## src/sv/extended_tick_wakeup_planner_macros.svh

```systemverilog
// assertion macros shared by the wakeup planner modules
// no dependencies; included by the files that check their own logic
`ifndef EXTENDED_TICK_WAKEUP_PLANNER_MACROS_SVH
`define EXTENDED_TICK_WAKEUP_PLANNER_MACROS_SVH

// same-cycle implication, checked outside reset
`define ETWP_ASSERT_NOW(lbl, clk, rst_n, ante, cons) \
  lbl: assert property (@(posedge clk) disable iff (!rst_n) (ante) |-> (cons)) \
    else $error("etwp check failed");

// next-cycle implication, checked outside reset
`define ETWP_ASSERT_NEXT(lbl, clk, rst_n, ante, cons) \
  lbl: assert property (@(posedge clk) disable iff (!rst_n) (ante) |=> (cons)) \
    else $error("etwp check failed");

`endif

```

## src/sv/etwp_pkg.sv

```systemverilog
// shared types and constants of the extended tick wakeup planner
// no dependencies
package etwp_pkg;

  localparam int unsigned TIME_W           = 64;
  localparam int unsigned CFG_W            = 16;
  localparam int unsigned CFG_IDX_W        = 2;
  localparam int unsigned CMP_OUT_W        = 16;
  localparam int unsigned COUNTER_BITS_DEF = 16;
  localparam logic [CFG_W-1:0] NOW_THRESHOLD_RST = 16'd5;

  typedef enum logic {
    OP_TICK = 1'b0,
    OP_PLAN = 1'b1
  } op_e;

  typedef enum logic [1:0] {
    CLS_NONE = 2'd0,
    CLS_LOW  = 2'd1,
    CLS_HIGH = 2'd2
  } lat_class_e;

  typedef enum logic [CFG_IDX_W-1:0] {
    CFG_NOW_THRESHOLD = 2'd0,
    CFG_SLEEP_LATENCY = 2'd1,
    CFG_WAKE_LATENCY  = 2'd2
  } cfg_idx_e;

  typedef struct packed {
    logic [CFG_W-1:0] now_threshold;
    logic [CFG_W-1:0] sleep_latency;
    logic [CFG_W-1:0] wake_latency;
  } cfg_t;

  typedef struct packed {
    logic [TIME_W-1:0]    now_count;
    lat_class_e           latency_class;
    logic                 wake;
    logic                 compare_armed;
    logic [CMP_OUT_W-1:0] compare_value;
  } res_t;

endpackage

```

## src/sv/etwp_cfg.sv

```systemverilog
// configuration registers of the wakeup planner
// depends on etwp_pkg
module etwp_cfg
  import etwp_pkg::*;
(
  input  logic                 clk_i,
  input  logic                 rst_ni,
  input  logic                 cfg_we_i,
  input  logic [CFG_IDX_W-1:0] cfg_index_i,
  input  logic [CFG_W-1:0]     cfg_data_i,
  output cfg_t                 cfg_o
);

  cfg_t cfg_q, cfg_d;

  always_comb begin
    cfg_d = cfg_q;
    if (cfg_we_i) begin
      unique case (cfg_index_i)
        CFG_NOW_THRESHOLD: cfg_d.now_threshold = cfg_data_i;
        CFG_SLEEP_LATENCY: cfg_d.sleep_latency = cfg_data_i;
        CFG_WAKE_LATENCY:  cfg_d.wake_latency  = cfg_data_i;
        default: ;
      endcase
    end
  end

  always_ff @(posedge clk_i or negedge rst_ni) begin
    if (!rst_ni) begin
      cfg_q.now_threshold <= NOW_THRESHOLD_RST;
      cfg_q.sleep_latency <= '0;
      cfg_q.wake_latency  <= '0;
    end else begin
      cfg_q <= cfg_d;
    end
  end

  assign cfg_o = cfg_q;

endmodule

```

## src/sv/etwp_core.sv

```systemverilog
// timer state and single-pass tick / wakeup planning logic
// depends on etwp_pkg and the assertion macros header
`include "extended_tick_wakeup_planner_macros.svh"

module etwp_core
  import etwp_pkg::*;
#(
  parameter int unsigned CounterBits = COUNTER_BITS_DEF
) (
  input  logic              clk_i,
  input  logic              rst_ni,
  input  logic              fire_i,
  input  op_e               op_i,
  input  logic [TIME_W-1:0] deadline_i,
  input  logic              sleep_veto_i,
  input  cfg_t              cfg_i,
  output res_t              res_o
);

  localparam int unsigned OvfW = TIME_W - CounterBits;
  localparam logic [CounterBits-1:0] CntMax = '1;

  logic [CounterBits-1:0] cnt_q, cnt_d;
  logic [OvfW-1:0]        ovf_q, ovf_d;
  logic [CounterBits-1:0] cmp_q, cmp_d;
  logic                   armed_q, armed_d;

  logic [TIME_W-1:0]      udelta;
  logic [TIME_W-1:0]      early;
  logic [CounterBits-1:0] room;
  logic [CFG_W:0]         lat_sum;
  logic                   fit_low;
  logic                   fit_high;
  lat_class_e             cls;
  logic                   wake;
  logic [CMP_OUT_W-1:0]   cmp_view;

  assign udelta   = deadline_i - {ovf_q, cnt_q};
  assign early    = udelta - TIME_W'(cfg_i.wake_latency);
  assign room     = CntMax - cnt_q;
  assign lat_sum  = {1'b0, cfg_i.sleep_latency} + {1'b0, cfg_i.wake_latency};
  assign fit_low  = (udelta[TIME_W-1:CounterBits] == '0) && (udelta[CounterBits-1:0] <= room);
  assign fit_high = (early[TIME_W-1:CounterBits] == '0) && (early[CounterBits-1:0] <= room);

  always_comb begin
    cnt_d   = cnt_q;
    ovf_d   = ovf_q;
    cmp_d   = cmp_q;
    armed_d = armed_q;
    cls     = CLS_NONE;
    wake    = 1'b0;
    if (fire_i) begin
      if (op_i == OP_TICK) begin
        if (cnt_q == CntMax) begin
          cnt_d = '0;
          ovf_d = ovf_q + 1'b1;
        end else begin
          cnt_d = cnt_q + 1'b1;
        end
        wake = armed_q && (cnt_d == cmp_q);
      end else begin
        if (udelta[TIME_W-1] || (udelta < TIME_W'(cfg_i.now_threshold))) begin
          armed_d = 1'b0;
          cls     = CLS_NONE;
        end else if ((udelta < TIME_W'(lat_sum)) || sleep_veto_i) begin
          if (fit_low) begin
            cmp_d   = udelta[CounterBits-1:0] + cnt_q;
            armed_d = 1'b1;
          end
          cls = CLS_LOW;
        end else begin
          if (fit_high) begin
            cmp_d   = early[CounterBits-1:0] + cnt_q;
            armed_d = 1'b1;
          end
          cls = CLS_HIGH;
        end
      end
    end
  end

  always_ff @(posedge clk_i or negedge rst_ni) begin
    if (!rst_ni) begin
      cnt_q   <= '0;
      ovf_q   <= '0;
      cmp_q   <= '0;
      armed_q <= 1'b0;
    end else begin
      cnt_q   <= cnt_d;
      ovf_q   <= ovf_d;
      cmp_q   <= cmp_d;
      armed_q <= armed_d;
    end
  end

  if (CounterBits >= CMP_OUT_W) begin : g_cmp_trunc
    assign cmp_view = cmp_d[CMP_OUT_W-1:0];
  end else begin : g_cmp_ext
    assign cmp_view = {{(CMP_OUT_W - CounterBits){1'b0}}, cmp_d};
  end

  always_comb begin
    res_o.now_count     = {ovf_d, cnt_d};
    res_o.latency_class = cls;
    res_o.wake          = wake;
    res_o.compare_armed = armed_d;
    res_o.compare_value = cmp_view;
  end

  `ETWP_ASSERT_NOW(a_wake_only_on_tick, clk_i, rst_ni, fire_i && wake, op_i == OP_TICK)
  `ETWP_ASSERT_NOW(a_class_only_on_plan, clk_i, rst_ni, fire_i && (cls != CLS_NONE), op_i == OP_PLAN)
  `ETWP_ASSERT_NEXT(a_none_disarms, clk_i, rst_ni, fire_i && (op_i == OP_PLAN) && (cls == CLS_NONE), !armed_q)

endmodule

```

## src/sv/extended_tick_wakeup_planner.sv

```systemverilog
// top level of the extended tick wakeup planner: input register, planning stage, result register
// depends on etwp_pkg, etwp_cfg, etwp_core and the assertion macros header
`include "extended_tick_wakeup_planner_macros.svh"

// One item per clock cycle while results are taken as presented: each tick or wakeup request
// is taken into an input register, processed by the counter and planning logic against the
// current time, and its result lands in an output register, so each result passes through the
// input register and then the output register. The planning stage's path is the 64-bit deadline
// minus now subtraction and its compares. While a result waits unaccepted the input register
// still takes one more item, then the input stalls until the result is taken.
// Configuration registers are written through a plain write port with no read-back.
module extended_tick_wakeup_planner
  import etwp_pkg::*;
#(
  parameter int unsigned CounterBits = COUNTER_BITS_DEF
) (
  input  logic                 clk_i,
  input  logic                 rst_ni,
  input  logic                 in_valid_i,
  output logic                 in_ready_o,
  input  logic                 operation_i,
  input  logic [TIME_W-1:0]    deadline_i,
  input  logic                 sleep_veto_i,
  output logic                 out_valid_o,
  input  logic                 out_ready_i,
  output logic [TIME_W-1:0]    now_count_o,
  output logic [1:0]           latency_class_o,
  output logic                 wake_o,
  output logic                 compare_armed_o,
  output logic [CMP_OUT_W-1:0] compare_value_o,
  input  logic                 cfg_we_i,
  input  logic [CFG_IDX_W-1:0] cfg_index_i,
  input  logic [CFG_W-1:0]     cfg_data_i
);

  cfg_t cfg;
  res_t res;

  logic              pipe_valid_q, pipe_valid_d;
  op_e               op_q;
  logic [TIME_W-1:0] deadline_q;
  logic              sleep_veto_q;
  logic              out_valid_q, out_valid_d;
  res_t              res_q;
  logic              advance;
  logic              in_fire;

  assign advance    = pipe_valid_q && (!out_valid_q || out_ready_i);
  assign in_ready_o = !pipe_valid_q || advance;
  assign in_fire    = in_valid_i && in_ready_o;

  always_comb begin
    pipe_valid_d = pipe_valid_q;
    if (in_fire) begin
      pipe_valid_d = 1'b1;
    end else if (advance) begin
      pipe_valid_d = 1'b0;
    end
    out_valid_d = out_valid_q;
    if (advance) begin
      out_valid_d = 1'b1;
    end else if (out_ready_i) begin
      out_valid_d = 1'b0;
    end
  end

  always_ff @(posedge clk_i or negedge rst_ni) begin
    if (!rst_ni) begin
      pipe_valid_q <= 1'b0;
      out_valid_q  <= 1'b0;
    end else begin
      pipe_valid_q <= pipe_valid_d;
      out_valid_q  <= out_valid_d;
    end
  end

  // item and result payload registers
  always_ff @(posedge clk_i) begin
    if (in_fire) begin
      op_q         <= op_e'(operation_i);
      deadline_q   <= deadline_i;
      sleep_veto_q <= sleep_veto_i;
    end
    if (advance) begin
      res_q <= res;
    end
  end

  etwp_cfg u_cfg (
    .clk_i       (clk_i),
    .rst_ni      (rst_ni),
    .cfg_we_i    (cfg_we_i),
    .cfg_index_i (cfg_index_i),
    .cfg_data_i  (cfg_data_i),
    .cfg_o       (cfg)
  );

  etwp_core #(
    .CounterBits (CounterBits)
  ) u_core (
    .clk_i        (clk_i),
    .rst_ni       (rst_ni),
    .fire_i       (advance),
    .op_i         (op_q),
    .deadline_i   (deadline_q),
    .sleep_veto_i (sleep_veto_q),
    .cfg_i        (cfg),
    .res_o        (res)
  );

  assign out_valid_o     = out_valid_q;
  assign now_count_o     = res_q.now_count;
  assign latency_class_o = res_q.latency_class;
  assign wake_o          = res_q.wake;
  assign compare_armed_o = res_q.compare_armed;
  assign compare_value_o = res_q.compare_value;

  `ETWP_ASSERT_NEXT(a_accept_fills_stage, clk_i, rst_ni, in_fire, pipe_valid_q)
  `ETWP_ASSERT_NEXT(a_advance_fills_out, clk_i, rst_ni, advance, out_valid_q)
  `ETWP_ASSERT_NEXT(a_stage_holds_item, clk_i, rst_ni, pipe_valid_q && !advance, pipe_valid_q)

endmodule

```

## config.mk

```make
export PLATFORM = sky130hd
export DESIGN_NAME = extended_tick_wakeup_planner
export DESIGN_NICKNAME = d
export VERILOG_FILES = /design/src/sv/etwp_pkg.sv /design/src/sv/etwp_cfg.sv /design/src/sv/etwp_core.sv /design/src/sv/extended_tick_wakeup_planner.sv
export VERILOG_INCLUDE_DIRS = /design/src /design/src/sv
export SDC_FILE = /design/constraint.sdc
export NUM_CORES = 1
export LEC_CHECK = 0
export ABC_AREA = 1
export BUFFER_PORTS_ARGS = -buffer_cell sky130_fd_sc_hd__buf_2
export CAP_MARGIN = 5
export CORE_UTILIZATION = 44
export DETAILED_ROUTE_END_ITERATION = 10
export GPL_ROUTABILITY_DRIVEN = 0
export SKIP_CTS_REPAIR_TIMING = 1
export SKIP_LAST_GASP = 1
export SLEW_MARGIN = 40
export SYNTH_ARGS = -nofsm -noshare
export SYNTH_HDL_FRONTEND = slang
export SYNTH_SLANG_ARGS = --single-unit
```

## constraint.sdc

```tcl
create_clock -name clk_i -period 12.2 [get_ports clk_i]
set_clock_uncertainty 0.15 [all_clocks]
set_input_delay 3.66 -clock clk_i [delete_from_list [all_inputs] [get_ports clk_i]]
set_output_delay 3.66 -clock clk_i [all_outputs]
set_load 0.05 [all_outputs]
```

Word-level counts from Yosys, hierarchy flattened
Index checks and enable logic that the tools add are counted.

word-level totals
  register bits = 281
  latch bits = 0
  memory bits (writable) = 0
  ROM bits = 0
  memories kept = 0

operators by class
  $add $sub $neg = 8
  multipliers = 0
  div/mod/pow operators = 0
  $lt $le $gt $ge = 4
  eq/ne operators = 4
  shift operators = 0
  mux-type cells = 25
  bitwise logic cells = 1
  reduce and logical (&&, ||, !) cells = 20

operators with widths
  cell                      count
  $mux W16                  11
  $mux W48                  3
  $logic_not A48 Y1         2
  $lt A64 B16 Y1            1
  $lt A64 B17 Y1            1
  $sub A64 B16 Y64          1
  $sub A64 B64 Y64          1
  $add A48 B1 Y48 const B   1
  $add A16 B16 Y16          2
  $le A16 B16 Y1            2
  $add A16 B16 Y17          1
  $add A16 B1 Y16 const B   1
  $eq A16 B16 Y1            1
  $eq A16 B16 Y1 const B    1
  $sub A16 B16 Y16 const A  1
  $mux W1                   10
  $reduce_and A2 Y1         3
  $logic_and A1 B1 Y1       5
  $logic_or A1 B1 Y1        4
  $reduce_bool A2 Y1        2
  $eq A2 B1 Y1 const B      1
  $eq A2 B2 Y1 const B      1
  $logic_not A1 Y1          2
  $logic_not A2 Y1          1
  other kinds (3)           3

Depth between registers and ports, before layout
Gate-level depths: netlist of the first run.

  word-level depth = 9
  mapped depth = 40

By module
A second synthesis of the first run with hierarchy kept.

unflattened totals
  cells, all modules = 3320
  area, all modules = 23191.0 um^2

modules (own cells, without submodules)
  module                        times used  cells each  area each (um^2)  sequential area each (um^2)
  etwp_core                     1           2944        16544.6           2026.9
  extended_tick_wakeup_planner  1           162         4599.4            4554.4
  etwp_cfg                      1           214         2047.0            1203.7

Worst setup path after synthesis of the first run
Ideal clock, no wire load.

  path type = input -> output
  from = input port out_ready_i
  to = output port in_ready_o
  arrival time = 4.120 ns
  setup slack = 4.270 ns
  stages on the path = 2
  path buffers = 0
  cell sequence = inv_1 > nand3_1

on the way
  longest elaborated chain between the ends = 3

RTL lines
  element              RTL line                            source
  start: declaration   extended_tick_wakeup_planner.sv:25  input logic out_ready_i,
  $logic_or A1 B1 Y1   extended_tick_wakeup_planner.sv:48  assign advance = pipe_valid_q && (!out_valid_q || out_ready_i);
  $logic_and A1 B1 Y1  extended_tick_wakeup_planner.sv:48
  $logic_or A1 B1 Y1   extended_tick_wakeup_planner.sv:49  assign in_ready_o = !pipe_valid_q || advance;
  end: declaration     extended_tick_wakeup_planner.sv:20  output logic in_ready_o,

No other way between the ends.

Worst setup path after layout of the first run
Same ends and word-level chain as after synthesis.

==> out/summary.txt, run 1 <==
# clock sinks: 281
Final std cells w/o fill: 4197
Fmax: 125 MHz
NetSw: 3080 µW
Largest net degree at the start of global routing: 87
Top cells by count, synth: nand2_1, inv_1, nor2_1
Worst path arrival time: 4.16 ns
Die area: 0.0529 mm²
Slowest-stage cell, CP: buf_2
Final hold violation count: 0
Family with the most delay on the worst path: buffers and inverters
Hold path start: u_cfg.cfg_o[42]$_DFFE_PN0P_
Inst Count DP: 4139
Ant diodes: 0
LEAKAGE: 0.0131 µW
CP Capture Type: primary output
Core area: 0.0513 mm²
Routed wire length: 73000 µm
Switching share of power: 50.0%
Warning count from the yosys run: 0
Worst Hold End: u_cfg.cfg_o[42]$_DFFE_PN0P_
Flop-to-flop setup slack: 5.13 ns
Yosys top cell by area: edfxtp_1
# IOs: 175
Initial antenna violation count: 1
RSZ-0062 raised after global routing: no
Area grow syn2layout: 12.4%
Minimum clock period: 7.97 ns
Crit share post-route: 65.3%
Setup TNS: 0 ns
Share of layout cells above drive strength 1: 11.2%
Slew Viols, Final: 0
Share of the synthesized area in the top cell type: 19.7%
Total CTS buffers: 31
VDD IR max: 0.228 mV
Row count: 83
Starting density of the core: 44.6%
Port Buffers: 174
Vias in the first global route: 20700
Sequential fraction of the synthesis area: 34.0%
Pwr Density: 240 mW/mm²
CP Launch Type: input pin
Setup CP Type: in -> out
FF-to-FF path depth: 37
WP data required: 8.39 ns
Avg Cell Area, Syn: 6.94 µm²
Cell count after synthesis: 3296
Worst slew pin tran: 0.951 ns
Die width: 230 µm
Synthesized flop and latch total: 281
# DRC: 0
Post-Syn Area: 0.0229 mm²
DP HPWL: 60400 µm
Clk slew on worst S/H paths: 0.06 ns
Cells on Worst Hold Path: 2
Pint: 3080 µW
Longest Clk Path Bufs: 3
CTS tree: built
Gr usage total: 27.4%
Clock root cell: clkbuf_16
Most frequent cell after synthesis: nand2_1
Clock Latency Late Sink: 0.60 ns
First-iteration detailed-routing DRC count: 1945
FF-to-FF End: compare_value_o[1]$_DFFE_PP_
Overflow after GRT: 0
Layout Nets: 3747
Final ANT Viol Nets: 0
Critical R2R Launch: u_core.cnt_q[0]$_DFF_PN0_
Die height: 230 µm
Hold WC Path Type: reg -> reg
Asr flop ratio synth: 46.6%
Syn_nets: 3551
CP max stage delay: 0.23 ns
DR vias: 22000
Final setup violation count: 0
Ranking of synthesized cells by area: edfxtp_1, nand2_1, dfrtp_1
Avg WL per Cell: 17.4 µm
Via density: 5.24
Status: complete, no violations
Slew HR: 36.0%
Critical-path maximum fanout: 3
H-tree Lvls: 1
Comb power frac: 64.0%
Clk pwr share: 16.6%
Pre-Repair DR Iteration Count: 6
Yosys cell types: 52
Critical-path cell list: buf_2 > inv_1 > nand3_1 > buf_2
Most used DFF post-synth: edfxtp_1
Sequential share of power: 19.4%
Max_cap viols: 0
Bufs and invs on worst path: 3
First-pass GRT wire length: 114000 µm
Crit path top cell by count: buf_2
WP depth: 4
Number of synthesized flops with an enable pin: 150
## per-layer routing
metal | routed length (µm) | vias to the layer above | track usage (%) | part of all wire [%]
met5 | 13 | - | 0 | 0.018
met4 | 2290 | 2 | 8.11 | 3.1
met3 | 5110 | 115 | 4.07 | 7.0
met2 | 31900 | 795 | 42.8 | 44
met1 | 33700 | 10200 | 38.9 | 46
li1 | - | 10900 | - | -
## placed cells by master, fill, tap and decap left out, types with 4 or more instances in the layout
cell type | Yosys | routed
inv_2 | 33 | 35
clkinv_1 | 11 | 14
nor2_2 | 38 | 38
nand3_2 | 14 | 15
xor2_1 | 108 | 108
o211ai_1 | 5 | 5
or2_2 | 5 | 5
edfxtp_1 | 150 | 150
nand3_1 | 155 | 154
nand2_1 | 1072 | 1070
a21o_1 | 8 | 8
a21oi_1 | 154 | 154
bufinv_16 | 0 | 7
o21bai_1 | 22 | 22
inv_1 | 561 | 559
a31oi_1 | 5 | 5
o21ai_0 | 102 | 102
o31ai_1 | 5 | 5
dfrtp_1 | 129 | 129
nor2_1 | 263 | 263
xnor2_1 | 24 | 24
nor3_1 | 40 | 40
clkinv_2 | 0 | 8
nand2_2 | 42 | 44
nor4_1 | 24 | 23
mux2i_1 | 5 | 5
buf_4 | 0 | 4
nor2_4 | 14 | 14
ha_1 | 161 | 161
clkbuf_16 | 0 | 31
fa_1 | 5 | 5
nand4_1 | 73 | 73
nand3b_1 | 12 | 12
buf_2 | 4 | 173
## tightest hold or removal path: cells and delay by family (launching register included)
family           cells  cell delay (ns)
AO/OA/AOI/OAI        1             0.06
flip-flops           1             0.34
AND/OR/NAND/NOR      1             0.05
## final cells by class
class / instances / area [µm²]
multi-input cells: 2393 / 12800
well taps: 680 / 851
repair buffers: 180 / 933
clock buffers: 35 / 801
fillers: 5228 / 25600
clock inverters: 23 / 317
flip-flops and latches: 281 / 7780
inverters: 605 / 2270
## state kept, by name, summed over array words and instances, names as in the netlist, 2 cells and up
| name | cells |
|---|---|
| latency_class_o | 2 |
| u_core.ovf_q | 48 |
| compare_value_o | 16 |
| u_core.cmp_q | 16 |
| u_core.cnt_q | 16 |
| u_cfg.cfg_o | 48 |
| now_count_o | 64 |
| deadline_q | 64 |
## metrics by stage
stage | area, µm² | total power (µW) | util, % | hold WS, ns | setup WS [ns]
after floorplan | 22900 | 4030 | - | 0.303 | 4.27
after global placement | 24600 | 4960 | 47.9 | 0.318 | 4.23
after detailed placement | 24600 | 5060 | 48.0 | 0.323 | 4.23
after CTS | 25700 | 6100 | 50.1 | 0.338 | 4.22
after global routing | 25700 | 6640 | 50.1 | 0.356 | 4.17
final | 25700 | 6160 | 50.1 | 0.335 | 4.23
## power by group through the flow
stage | clock (µW) | combinational, µW | sequential [µW]
CTS | 1050 | 3860 | 1200
detailed placement | 0 | 3840 | 1220
floorplan | 0 | 2760 | 1270
global placement | 0 | 3740 | 1210
finish | 1020 | 3940 | 1200
global route | 1080 | 4350 | 1210
## cell families after synthesis
group | share of synthesized area (%)
AO/OA/AOI/OAI | 7.77
adder cells (fa/ha/maj) | 9.24
buffers and inverters | 10.3
flip-flops | 34.0
AND/OR/NAND/NOR | 33.4
XOR/XNOR | 5.05
multiplexers | 0.219
## how the worst max path moves through the flow
| stage | slack [ns] | end | start |
|---|---|---|---|
| 5_1_grt | 4.17 | in_ready_o | out_ready_i |
| 2_1_floorplan | 4.27 | in_ready_o | out_ready_i |
| 6_report | 4.23 | in_ready_o | out_ready_i |
| 3_3_place_gp | 4.23 | in_ready_o | out_ready_i |
| 3_5_place_dp | 4.23 | in_ready_o | out_ready_i |
| 4_1_cts | 4.22 | in_ready_o | out_ready_i |
No activity file was read; power rests on OpenSTA's default activity.
==> run 2, diff against run 1 <==
==> constraint.sdc (replaced) <==
create_clock -name clk_i -period 6.4 [get_ports clk_i]
set_clock_uncertainty 0.15 [all_clocks]
set_input_delay 1.92 -clock clk_i [delete_from_list [all_inputs] [get_ports clk_i]]
set_output_delay 1.92 -clock clk_i [all_outputs]
set_load 0.05 [all_outputs]
==> run 2 against run 1 <==
Net effect: critical path depth is 32 higher; flip-flop and latch count did not move; count of clock-buffer cells in the layout grew 3; total power grew 97%.
==> out/summary.txt, run 2 (synthesis results as in run 1) <==
Status: complete, no violations
Reg area: 0.00779 mm²
Clock Latency Late Sink: 0.59 ns
Hold WC Path Type: reg -> reg
Vias in the first global route: 20300
Core area: 0.0513 mm²
VDD IR max: 0.498 mV
Finished Cell Area: 0.0259 mm²
Commonest non-fill, non-tap cells in the layout: nand2_1, inv_1, nor2_1, buf_2, ha_1
Clk slew on worst S/H paths: 0.06 ns
Total CTS buffers: 30
Final std cells w/o fill: 4223
H-tree Lvls: 1
Pwr Density: 467 mW/mm²
Die width: 230 µm
DR vias: 22200
Initial antenna violation count: 0
LEAKAGE: 0.0132 µW
WP data required: 6.59 ns
Via density: 5.26
Family with the most delay on the worst path: simple AND/OR/NAND/NOR gates
Slew Viols, Final: 0
Critical R2R Launch: u_core.cnt_q[1]$_DFF_PN0_
Overflow after GRT: 0
# IOs: 175
DP HPWL: 62000 µm
CP Capture Type: flop
Die area: 0.0529 mm²
Worst slew pin tran: 0.802 ns
Starting density of the core: 44.6%
# clock sinks: 281
CP startpoint: u_core.cnt_q[1]$_DFF_PN0_
Final ANT Viol Nets: 0
WHS: 0.340 ns
Crit share post-route: 95.0%
Share of layout cells above drive strength 1: 12.5%
Max_cap viols: 0
Multi-input logic area: 0.0129 mm²
Placed instance area: 0.0248 mm²
CTS tree: built
Longest Clk Path Bufs: 3
Minimum clock period: 6.08 ns
Area grow syn2layout: 13.3%
# DRC: 0
First-iteration detailed-routing DRC count: 2325
Ant diodes: 0
Inst Count DP: 4160
Crit path top cell by count: nand2_1
Row count: 83
Setup CP Type: reg -> reg
First-pass GRT wire length: 113000 µm
Bufs and invs on worst path: 4
Fmax: 164 MHz
Final setup violation count: 0
CP max stage delay: 0.56 ns
CP Launch Type: flop
Critical-path maximum fanout: 7
Worst path arrival time: 6.27 ns
Slowest-stage cell, CP: dfrtp_1
Clock root cell: clkbuf_16
Layout Nets: 3774
Hold path start: u_cfg.cfg_o[32]$_DFFE_PN1P_
# fillers: 5169
Gr usage total: 27.4%
Largest net degree at the start of global routing: 52
Commonest non-fill, non-tap cell in the layout: nand2_1
Avg WL per Cell: 17.6 µm
Pre-Repair DR Iteration Count: 6
Final hold violation count: 0
Port Buffers: 174
Total power: 12100 µW
Die height: 230 µm
Routed wire length: 74300 µm
Slew HR: 46.4%
## run 2: cell types whose count changed in the layout (fill, tap and decap cells not counted), moves of 5 or more
| cell | delta |
|---|---|
| nor2_2 | +5 |
| a21oi_2 | +5 |
| buf_4 | +29 |
| a21oi_1 | -5 |
## run 2: path summary, 6_finish.rpt
| check | to | slack [ns] | cells after the start |
|---|---|---|---|
| hold / removal | u_cfg.cfg_o[32]$_DFFE_PN1P_ | 0.34 | 2 |
| setup / recovery | compare_value_o[0]$_DFFE_PP_ | 0.32 | 36 |
| min in group asynchronous | u_cfg.cfg_o[2]$_DFFE_PN0P_ | 1.13 | 1 |
| max in group asynchronous | u_core.cnt_q[11]$_DFF_PN0_ | 3.82 | 2 |
| setup reg to reg | compare_value_o[0]$_DFFE_PP_ | 0.32 | 36 |
| hold reg to reg | u_cfg.cfg_o[32]$_DFFE_PN1P_ | 0.34 | 2 |
## run 2: layer usage
layer / share of wire (%) / track usage, % / routed length [µm] / vias to the layer above
li1: - / - / - / 10900
met1: 46 / 40.4 / 34400 / 10300
met2: 43 / 42.1 / 32000 / 888
met3: 8.5 / 3.89 / 6340 / 102
met4: 2.1 / 6.37 / 1590 / 0
met5: 0 / 0 / 0 / -
## run 2: through the flow
stage	setup WS [ns]	setup TNS (ns)	util [%]
after floorplan	1.04	0	-
after global placement	0.459	0	48.2
after detailed placement	0.178	0	48.3
after CTS	0.163	0	50.3
after global routing	-0.0126	-0.0126	50.5
final	0.318	0	50.5
## run 2: power breakdown
| group | total, µW | internal (µW) | switching [µW] |
|---|---|---|---|
| clock | 1800 | 1050 | 749 |
| sequential | 2270 | 2120 | 153 |
| combinational | 8040 | 2750 | 5290 |
| total | 12100 | 5930 | 6190 |
## run 2: cell type report
class,count,area share [%]
Clock inverter,18,0.690
Inverter,605,8.76
Multi-Input combinational cell,2394,49.6
Timing Repair Buffer,207,4.34
Clock buffer,38,3.25
Tap cell,680,3.28
Sequential cell,281,30.0
## run 2: tightest hold or removal path, cell delays in order (launching register included)
cell,delay (ns)
dfstp_2,0.37
nand2_1,0.05
o21ai_0,0.06
==> run 3, diff against run 2 <==
--- a/config.mk
+++ b/config.mk
@@ -9,6 +9,7 @@
 export ABC_AREA = 1
 export BUFFER_PORTS_ARGS = -buffer_cell sky130_fd_sc_hd__buf_2
 export CAP_MARGIN = 5
+export CORE_MARGIN = 3
 export CORE_UTILIZATION = 44
 export DETAILED_ROUTE_END_ITERATION = 10
 export GPL_ROUTABILITY_DRIVEN = 0
==> run 3 against run 2 <==
Net effect: clock power fell by 3%; combinational power fell by 0.6%; total power fell by 0.98%; via count rose by 0.67%; critical endpoint is now compare_value_o[10]$_DFFE_PP_.
==> out/summary.txt, run 3 (synthesis results as in run 1) <==
Status: complete, no violations
Slew HR: 37.5%
VDD IR max: 0.394 mV
Pwr Density: 464 mW/mm²
CP Capture Type: flop
Placed instance area: 0.0247 mm²
Crit path top cell by count: nand2_1
# DRC: 0
Area grow syn2layout: 13.0%
Die height: 234 µm
Final std cells w/o fill: 4210
Final hold violation count: 0
Clock Latency Late Sink: 0.60 ns
Core area: 0.0508 mm²
WP data required: 6.60 ns
Fmax: 166 MHz
Total power: 12000 µW
Max_cap viols: 0
CP max stage delay: 0.44 ns
Overflow after GRT: 0
Pre-Repair DR Iteration Count: 7
# clock sinks: 281
Final Util: 50.9%
CP Launch Type: flop
First-pass GRT wire length: 116000 µm
Ant diodes: 0
H-tree Lvls: 1
Finished Cell Area: 0.0258 mm²
Commonest non-fill, non-tap cell in the layout: nand2_1
CTS tree: built
Row count: 82
Crit share post-route: 94.4%
DR vias: 22300
Worst slew pin tran: 0.935 ns
Commonest non-fill, non-tap cells in the layout: nand2_1, inv_1, nor2_1, buf_2, ha_1
Minimum clock period: 6.04 ns
Clk slew on worst S/H paths: 0.06 ns
Longest Clk Path Bufs: 3
Slowest-stage cell, CP: dfrtp_1
Layout Nets: 3769
Die area: 0.0548 mm²
Worst path arrival time: 6.24 ns
Share of layout cells above drive strength 1: 12.1%
Clock root cell: clkbuf_16
Hold WC Path Type: reg -> reg
Vias in the first global route: 20500
Setup CP Type: reg -> reg
Critical-path maximum fanout: 11
Final ANT Viol Nets: 0
LEAKAGE: 0.0132 µW
Inst Count DP: 4149
Final setup violation count: 0
DP HPWL: 62600 µm
Die width: 234 µm
Total CTS buffers: 30
Port Buffers: 174
Initial antenna violation count: 0
Avg WL per Cell: 17.9 µm
First-iteration detailed-routing DRC count: 2126
Starting density of the core: 45.0%
Gr usage total: 27.1%
Via density: 5.31
# IOs: 175
Routed wire length: 75200 µm
# fillers: 5144
Slew Viols, Final: 0
Largest net degree at the start of global routing: 83
run 3: per-stage QoR:
step                setup WS (ns)  setup TNS [ns]  hold WS [ns]
global placement            0.375               0         0.320
finish                      0.361               0         0.338
floorplan                    1.04               0         0.303
CTS                         0.116               0         0.341
detailed placement          0.161               0         0.327
global route              -0.0610          -0.549         0.355
run 3: worst paths after layout:
path                                        startpoint                       endpoint  slack (ns)  depth (start not counted)
max reg2reg                  u_core.cnt_q[0]$_DFF_PN0_  compare_value_o[10]$_DFFE_PP_        0.36                         37
min                        u_cfg.cfg_o[23]$_DFFE_PN0P_    u_cfg.cfg_o[23]$_DFFE_PN0P_        0.34                          2
min in group asynchronous                       rst_ni      u_core.cmp_q[4]$_DFF_PN0_        1.03                          1
min reg2reg                u_cfg.cfg_o[23]$_DFFE_PN0P_    u_cfg.cfg_o[23]$_DFFE_PN0P_        0.34                          2
max                          u_core.cnt_q[0]$_DFF_PN0_  compare_value_o[10]$_DFFE_PP_        0.36                         37
max in group asynchronous                       rst_ni      u_core.ovf_q[3]$_DFF_PN0_        4.11                          2
run 3: per-layer routing:
layer,GRT usage [%],wire [µm],vias up
met5,0,0,-
met1,40.9,34400,10300
met2,40.6,31900,968
li1,-,-,10900
met3,3.84,6810,129
met4,6.94,2130,0
run 3: where the power goes:
part	total [µW]	internal, µW	switching (µW)
combinational	7990	2740	5250
clock	1740	991	752
sequential	2260	2120	141
total	12000	5850	6150
run 3: layout make-up:
cell class                 instances  area [µm²]  share of cell area (%)
multi-input combinational       2393       12800                    49.7
sequential                       281        7790                    30.1
inverter                         605        2270                    8.80
timing repair buffer             203        1130                    4.37
tap                              672         841                    3.25
clock buffer                      42         836                    3.23
clock inverter                    14         139                   0.537
run 3: worst max-delay path: cells and delay by family (launching register included):
| family | cells | cell delay [ns] |
|---|---|---|
| xor gates and xnor gates | 2 | 0.33 |
| and+or+nand+nor | 20 | 2.00 |
| AOI/OAI and AO/OA | 8 | 1.24 |
| DFF | 1 | 0.44 |
| adders and majority gates | 4 | 1.35 |
| buffers and inverters | 3 | 0.29 |
